--- config.mk ---
export PLATFORM = sky130hd
export DESIGN_NAME = lphs_ctrl
export DESIGN_NICKNAME = d
export VERILOG_FILES = /design/src/hdl/lphs_pkg.sv /design/src/hdl/lphs_ctrl.sv
export SDC_FILE = /design/constraint.sdc
export NUM_CORES = 1
export LEC_CHECK = 0
export BUFFER_PORTS_ARGS = -buffer_cell sky130_fd_sc_hd__buf_2
export CELL_PAD_IN_SITES_DETAIL_PLACEMENT = 2
export CELL_PAD_IN_SITES_GLOBAL_PLACEMENT = 2
export CORE_MARGIN = 5
export CORE_UTILIZATION = 20
export DETAILED_ROUTE_END_ITERATION = 6
export HOLD_SLACK_MARGIN = 0.15
export PLACE_DENSITY_LB_ADDON = 0.1
export SLEW_MARGIN = 20
export SYNTH_ARGS = -nofsm -noshare
export SYNTH_HDL_FRONTEND = slang
export SYNTH_SLANG_ARGS = --single-unit
--- constraint.sdc ---
create_clock -name clk -period 1.4 [get_ports clk]
set_clock_uncertainty 0.1 [all_clocks]
set_input_delay 0.28 -clock clk [delete_from_list [all_inputs] [get_ports clk]]
set_output_delay 0.28 -clock clk [all_outputs]
set_load 0.05 [all_outputs]
--- src/hdl/lphs_pkg.sv ---
// Shared types and constants for the linear probing hash set.
`timescale 1ns / 1ps

package lphs_pkg;

  localparam int SLOT_BITS  = 10;
  localparam int ROW_BITS   = 11;
  localparam int SLOT_COUNT = 1 << SLOT_BITS;
  localparam int KEY_W      = 64;
  localparam int HASH_W     = 64;
  localparam int ROW_W      = 11;
  localparam int COUNT_W    = 11;
  localparam int STATUS_W   = 3;
  localparam int CFG_DATA_W = 2;
  localparam int CFG_IDX_W  = 1;

  // Most distinct keys held: three quarters of the slots
  localparam logic [SLOT_BITS-1:0] LOAD_LIMIT =
    SLOT_BITS'(SLOT_COUNT - SLOT_COUNT / 4);

  localparam logic [ROW_W-1:0] ROW_MASK = ROW_W'((64'd1 << ROW_BITS) - 64'd1);

  localparam logic [CFG_IDX_W-1:0] CFG_PHASE  = 1'b0;
  localparam logic [CFG_IDX_W-1:0] CFG_KWIDTH = 1'b1;

  localparam logic KIND_INSERT = 1'b0;
  localparam logic KIND_PROBE  = 1'b1;

  typedef enum logic [1:0] {
    KW_8  = 2'd0,
    KW_16 = 2'd1,
    KW_32 = 2'd2,
    KW_64 = 2'd3
  } kw_code_t;

  typedef enum logic [STATUS_W-1:0] {
    ST_INSERTED  = 3'd0,
    ST_DUPLICATE = 3'd1,
    ST_FOUND     = 3'd2,
    ST_NOT_FOUND = 3'd3,
    ST_NULL      = 3'd4,
    ST_FULL      = 3'd5,
    ST_PHASE     = 3'd6
  } status_t;

  typedef enum logic [1:0] {
    S_CLEAR,
    S_IDLE,
    S_SEARCH,
    S_HOLD
  } state_t;

  typedef struct packed {
    logic start;
    logic clr_write;
    logic step;
    logic finish;
    logic out_load;
  } ctrl_cmd_t;

  typedef struct packed {
    logic clr_done;
    logic in_imm;
    logic srch_done;
    logic out_free;
  } dp_stat_t;

endpackage

--- src/hdl/lphs_ctrl.sv ---
// Controller state machine: clearing pass, item intake, probe walk, result hand-off.
`timescale 1ns / 1ps

module lphs_ctrl (
  input  logic                  clk,
  input  logic                  rst_n,
  input  logic                  in_valid,
  output logic                  in_ready,
  input  lphs_pkg::dp_stat_t    stat,
  output lphs_pkg::ctrl_cmd_t   cmd
);

  lphs_pkg::state_t state_r, state_nxt;

  always_ff @(posedge clk) begin
    if (!rst_n) begin
      state_r <= lphs_pkg::S_CLEAR;
    end else begin
      state_r <= state_nxt;
    end
  end

  always_comb begin
    state_nxt = state_r;
    cmd       = '0;
    in_ready  = 1'b0;
    unique case (state_r)
      lphs_pkg::S_CLEAR: begin
        cmd.clr_write = 1'b1;
        if (stat.clr_done) state_nxt = lphs_pkg::S_IDLE;
      end
      lphs_pkg::S_IDLE: begin
        in_ready = 1'b1;
        if (in_valid) begin
          cmd.start = 1'b1;
          // phase errors and null rows skip the table entirely
          state_nxt = stat.in_imm ? lphs_pkg::S_HOLD : lphs_pkg::S_SEARCH;
        end
      end
      lphs_pkg::S_SEARCH: begin
        if (stat.srch_done) begin
          cmd.finish = 1'b1;
          if (stat.out_free) begin
            cmd.out_load = 1'b1;
            state_nxt    = lphs_pkg::S_IDLE;
          end else begin
            state_nxt = lphs_pkg::S_HOLD;
          end
        end else begin
          cmd.step = 1'b1;
        end
      end
      lphs_pkg::S_HOLD: begin
        if (stat.out_free) begin
          cmd.out_load = 1'b1;
          state_nxt    = lphs_pkg::S_IDLE;
        end
      end
      default: state_nxt = lphs_pkg::S_CLEAR;
    endcase
  end

endmodule

==> flow_metrics.tcl, run 1 <==
set metrics [dict create \
    fin_nets 66 \
    drv_cap 0 \
    rsz0062_at_grt "yes" \
    numPortBuffers 12 \
    p_per_area_mw_per_mm2 1650 \
    initial_core_util_pct 20.8 \
    largest_reg_flops 2 \
    synth_nets 41 \
    cts_hold_buffers 0 \
    setup_violations 8 \
    ys_seq_area_share_pct 15.0 \
    cp_max_fo 4 \
    grt_pass1_wl_mm 1.24 \
    synth.avg_cell_area_sq_um 9.56 \
    coreArea_sq_mm 0.00128 \
    worstSetupPathType "flop to primary output" \
    reg.largest.list "state_r (2)" \
    grt_start_max_net_pins 6 \
    slew_violations 0 \
    critical-path-top-delay-family "flip-flops" \
    worst-path-buf-inv 2 \
    dp_slack_ps -133 \
    synth_top_family_by_area "simple AND/OR/NAND/NOR gates" \
    num_io_pins 13 \
    cp.arrival_ps 1260 \
    largest-register "state_r" \
    ys_ff_latch 2 \
    final_common_cell "buf_4" \
    cts_tree "yes" \
    drive_gt1_share_pct 76.5 \
    syn_inst 28 \
    gp_congestion 0.692 \
    worstMarginPinSlew_ps 281 \
    syn_to_final_growth_pct 113 \
    synth-adder-area-share_pct 28.0 \
    viasPerCell 4.05 \
    setup.worst_path.end_class "primary output" \
    synthSimpleGateAreaFrac_pct 40.2 \
    synth_xor_area_share_pct 0 \
    netlist-cell-type-count 16 \
    finalCriticalPeriod_ps 1640 \
    final_cell_mix "buf_4, buf_2, ha_4, buf_8" \
    htreeDepth 1 \
    fmax_mhz 610 \
    cp-start-kind "flop" \
    cts_sinks 2 \
    synth_compound_area_share_pct 6.54 \
    ir_drop_mv 0.659 \
    status "finished, violations left" \
    cts_root_buf "clkbuf_4" \
    drt_first_pass_iters 2 \
    clockBufferDepth 2 \
    numCtsBuffers 3 \
    design_area_sq_um 569 \
    die_area_sq_mm 0.00217 \
    synth_warnings 0 \
    antenna_cells 0 \
    dp.final_hpwl_microns 610 \
    dpl_cell_area_sq_um 433 \
    clk_latency_ps 220 \
    worstHoldPathType "primary input to flop" \
    min_period_over_period_pct 117 \
    drc 0 \
    slew_headroom_pct 81.1 \
    finalHoldViolations 0 \
    leakage_uw 0.000257 \
    synthesis.area_sq_um 268 \
    vias 267 \
    crit_chain "inv_4 -> ha_4 -> and2_4 -> a21oi_4 -> nor2b_4 -> buf_8" \
    overflow 0 \
    die_x_microns 46.6 \
    cts.clk_slew.worst_paths_ps 30 \
    wl_per_cell_microns 12.7 \
    grt_pass1_vias 298 \
    whs_ps 240 \
    failed_checks "negative setup slack" \
    cp_slowest_stage_delay_ps 370 \
    slowest_stage "dfxtp_4" \
    required_ps 1020 \
    worst_slack_ps -239 \
    drtIter0Drc 2 \
    post-route-util_pct 44.3 \
    grt_usage_pct 7.80 \
    muxShareOfSynthArea_pct 7.48 \
    die_y_microns 46.6 \
    antenna_found_initial 0 \
    wirelength_microns 836 \
    rows 13 \
    ant_nets 0 \
]
## repair_timing
item / CTS / global route
endpoints found under the setup margin: 8 / 8
cloned: 0 / 0
resized for setup: 14 / 6
pin swaps: 1 / 1
setup buffers: 4 / 2
## path summary, 6_finish.rpt
kind,startpoint,to,slack [ps],cells past startpoint
worst max register to register,state_r[0]$_SDFFE_PN0P_,state_r[1]$_SDFFE_PN0P_,-190,6
worst min-delay path,rst_n,state_r[0]$_SDFFE_PN0P_,240,3
worst max-delay path,state_r[0]$_SDFFE_PN0P_,cmd[0],-240,6
worst min register to register,state_r[0]$_SDFFE_PN0P_,state_r[0]$_SDFFE_PN0P_,410,2
## report_power, final
part	internal [uW]	switching (uW)
Combinational	342	351
Clock	94.3	28.8
Sequential	86.0	35.7
Total	522	415
## kinds of logic (layout without fill, tap and decap cells)
logic type,Yosys count,count (layout)
adder cells (fa/ha/maj),6,6
flip-flops,2,2
AO/OA/AOI/OAI,3,3
multiplexers,2,2
AND/OR/NAND/NOR,13,13
buffers and inverters,2,25
## tightest hold or removal path, delay by kind of cell
family | cells | cell delay (ps)
AND/OR/NAND/NOR | 1 | 70
buffers and inverters | 1 | 120
multiplexers | 1 | 50
## layer usage
metal / track usage (%) / up-vias / routed length [microns]
met4: 1.70 / 0 / 0
met5: 0 / - / 0
met2: 15.1 / 9 / 442
met1: 9.36 / 119 / 345
met3: 0 / 0 / 48
li1: - / 139 / -
## Yosys cell counts
master | count | area share (%)
nor2b_4 | 1 | 5.1
o211ai_1 | 1 | 2.8
nand2_1 | 2 | 2.8
o21ai_0 | 1 | 1.9
nor2b_2 | 1 | 3.3
mux2i_1 | 2 | 7.5
nor4_4 | 1 | 7.9
and2b_1 | 3 | 8.4
and2_1 | 2 | 4.7
a21oi_1 | 1 | 1.9
dfxtp_1 | 2 | 15
nor2b_1 | 1 | 2.3
or2b_1 | 1 | 2.8
inv_1 | 2 | 2.8
and2_2 | 1 | 2.8
ha_1 | 6 | 28
## through the flow
step	TNS (ps)	power, uW	std cells
after global routing	-1750	1000	66
after floorplan	-356	558	28
after global placement	-437	629	57
after CTS	-1260	870	64
after detailed placement	-479	630	57
final	-1430	938	66
## area by class of cell
type                       instances  area [sq um]
fill                             131           716
multi-input combinational         24           295
timing repair buffer              20           173
sequential                         2          47.5
clock buffer                       3          22.5
tap                               15          18.8
inverter                           2          12.5
(Power assumes the default switching activity.)
==> run 2: changes to the inputs <==
==> constraint.sdc (replaced) <==
create_clock -name clk -period 1.4 [get_ports clk]
set_clock_uncertainty 0.1 [all_clocks]
set_input_delay 0.14 -clock clk [delete_from_list [all_inputs] [get_ports clk]]
set_output_delay 0.14 -clock clk [all_outputs]
set_load 0.05 [all_outputs]
==> run 2 against run 1 <==
  * The run still ends with negative setup slack left
  * Global-route usage up 2.2 points
  * Register-to-register slack better by 80 ps
  * Utilization down 2.5 points
  * Hold slack worse by 29 ps
  * Non-clock buffer count down 2
  * Fmax up 6.7%
  * Sequential power about the same
  * Critical path type unchanged
==> flow_metrics.tcl, run 2 (synthesized netlist as in run 1, its figures left out) <==
set metrics [dict create \
    drtIter0Drc 0 \
    wl_met1_microns 322 \
    slew_headroom_pct 80.1 \
    initial_core_util_pct 20.8 \
    fmax_mhz 651 \
    drive_gt1_share_pct 71.4 \
    grt_start_max_net_pins 6 \
    ant_nets 0 \
    final_common_cell "buf_2" \
    setup_violations 6 \
    min_period_over_period_pct 110 \
    die_area_sq_mm 0.00217 \
    finalPower_uw 835 \
    ir_drop_mv 0.807 \
    worstHoldPathType "primary input to flop" \
    grt_pass1_vias 289 \
    clk_latency_ps 230 \
    slew_violations 0 \
    worst_slack_ps -136 \
    numCtsBuffers 3 \
    setup.worst_path.end_class "primary output" \
    maxUsedRoutingLayer "met4" \
    htreeDepth 1 \
    num_io_pins 13 \
    viasPerCell 4.30 \
    wirelength_microns 858 \
    grt_pass1_wl_mm 1.37 \
    drc 0 \
    met2_length_microns 469 \
    reg.largest.list "state_r (2)" \
    vias 275 \
    wl_per_cell_microns 13.4 \
    cts.clk_slew.worst_paths_ps 30 \
    finalCriticalPeriod_ps 1540 \
    rsz0062_at_grt "yes" \
    clockBufferDepth 2 \
    syn_to_final_growth_pct 100 \
    cp_max_fo 5 \
    drv_cap 0 \
    largest_reg_flops 2 \
    cts_sinks 2 \
    fin_nets 64 \
    antenna_found_initial 0 \
    failed_checks "negative setup slack" \
    coreArea_sq_mm 0.00128 \
    gp_congestion 0.746 \
    final_cell_mix "buf_2, ha_4, buf_4" \
    cts_tree "yes" \
    worstSetupPathType "flop to primary output" \
    finalHoldViolations 0 \
    die_x_microns 46.6 \
    leakage_uw 0.000241 \
    antenna_cells 0 \
    grt_usage_pct 10.0 \
    cp.arrival_ps 1300 \
    worstMarginPinSlew_ps 296 \
    dp_slack_ps -128 \
    required_ps 1160 \
    p_per_area_mw_per_mm2 1560 \
    die_y_microns 46.6 \
    routed-wl-met3_microns 40 \
    numPortBuffers 12 \
    dp.final_hpwl_microns 655 \
    status "finished, violations left" \
    largest-register "state_r" \
    drt_first_pass_iters 1 \
    cts_root_buf "clkbuf_4" \
    rows 13 \
    overflow 0 \
    cp-start-kind "flop" \
]
==> run 2: path summary, 6_finish.rpt <==
check | from | endpoint | slack, ps | depth (start not counted)
max | state_r[0]$_SDFFE_PN0P_ | cmd[0] | -140 | 6
min | stat[2] | state_r[0]$_SDFFE_PN0P_ | 210 | 4
max reg2reg | state_r[0]$_SDFFE_PN0P_ | state_r[1]$_SDFFE_PN0P_ | -110 | 5
min reg2reg | state_r[0]$_SDFFE_PN0P_ | state_r[0]$_SDFFE_PN0P_ | 420 | 2
==> run 2: per-layer routing <==
| layer | up-vias | track usage [%] |
|---|---|---|
| met5 | - | 0 |
| met4 | 0 | 10.2 |
| met3 | 2 | 1.17 |
| met2 | 12 | 16.2 |
| met1 | 128 | 10.7 |
| li1 | 133 | - |
==> run 2: layout make-up <==
type	instances	area, sq um
sequential	2	47.5
fill	141	748
timing repair buffer	18	144
multi-input combinational	24	292
tap	15	18.8
clock buffer	3	22.5
inverter	2	12.5
==> run 2: what timing repair did <==
action                                  4_1_cts  5_1_grt
endpoints found under the setup margin        6        6
pin swaps                                     4        1
buffers inserted                              1        2
hold buffers                                  1        0
hold endpoints to repair                      2        0
resized for setup                            13        4
==> run 2: where the power goes <==
group / internal, uW / switching (uW)
clock network: 94.7 / 34.9
registers: 86.0 / 37.5
logic: 254 / 328
total: 435 / 400
==> run 2: critical path, stage by stage (launching register included) <==
cell     delay, ps
dfxtp_4        370
inv_4           60
buf_6          110
ha_4           160
a21oi_4        160
nor2b_4         50
buf_8          140
==> run 2: through the flow <==
stage          hold WS [ps]  utilization [%]  cells  instance area, sq um  TNS, ps
3_5_place_dp            327             31.8     57                   409     -373
4_1_cts                 222             38.9     62                   500     -681
5_1_grt                 294             41.8     64                   537     -970
3_3_place_gp            315             31.8     57                   409     -320
6_report                211             41.8     64                   537     -605
2_1_floorplan           175                -     28                   315     -273
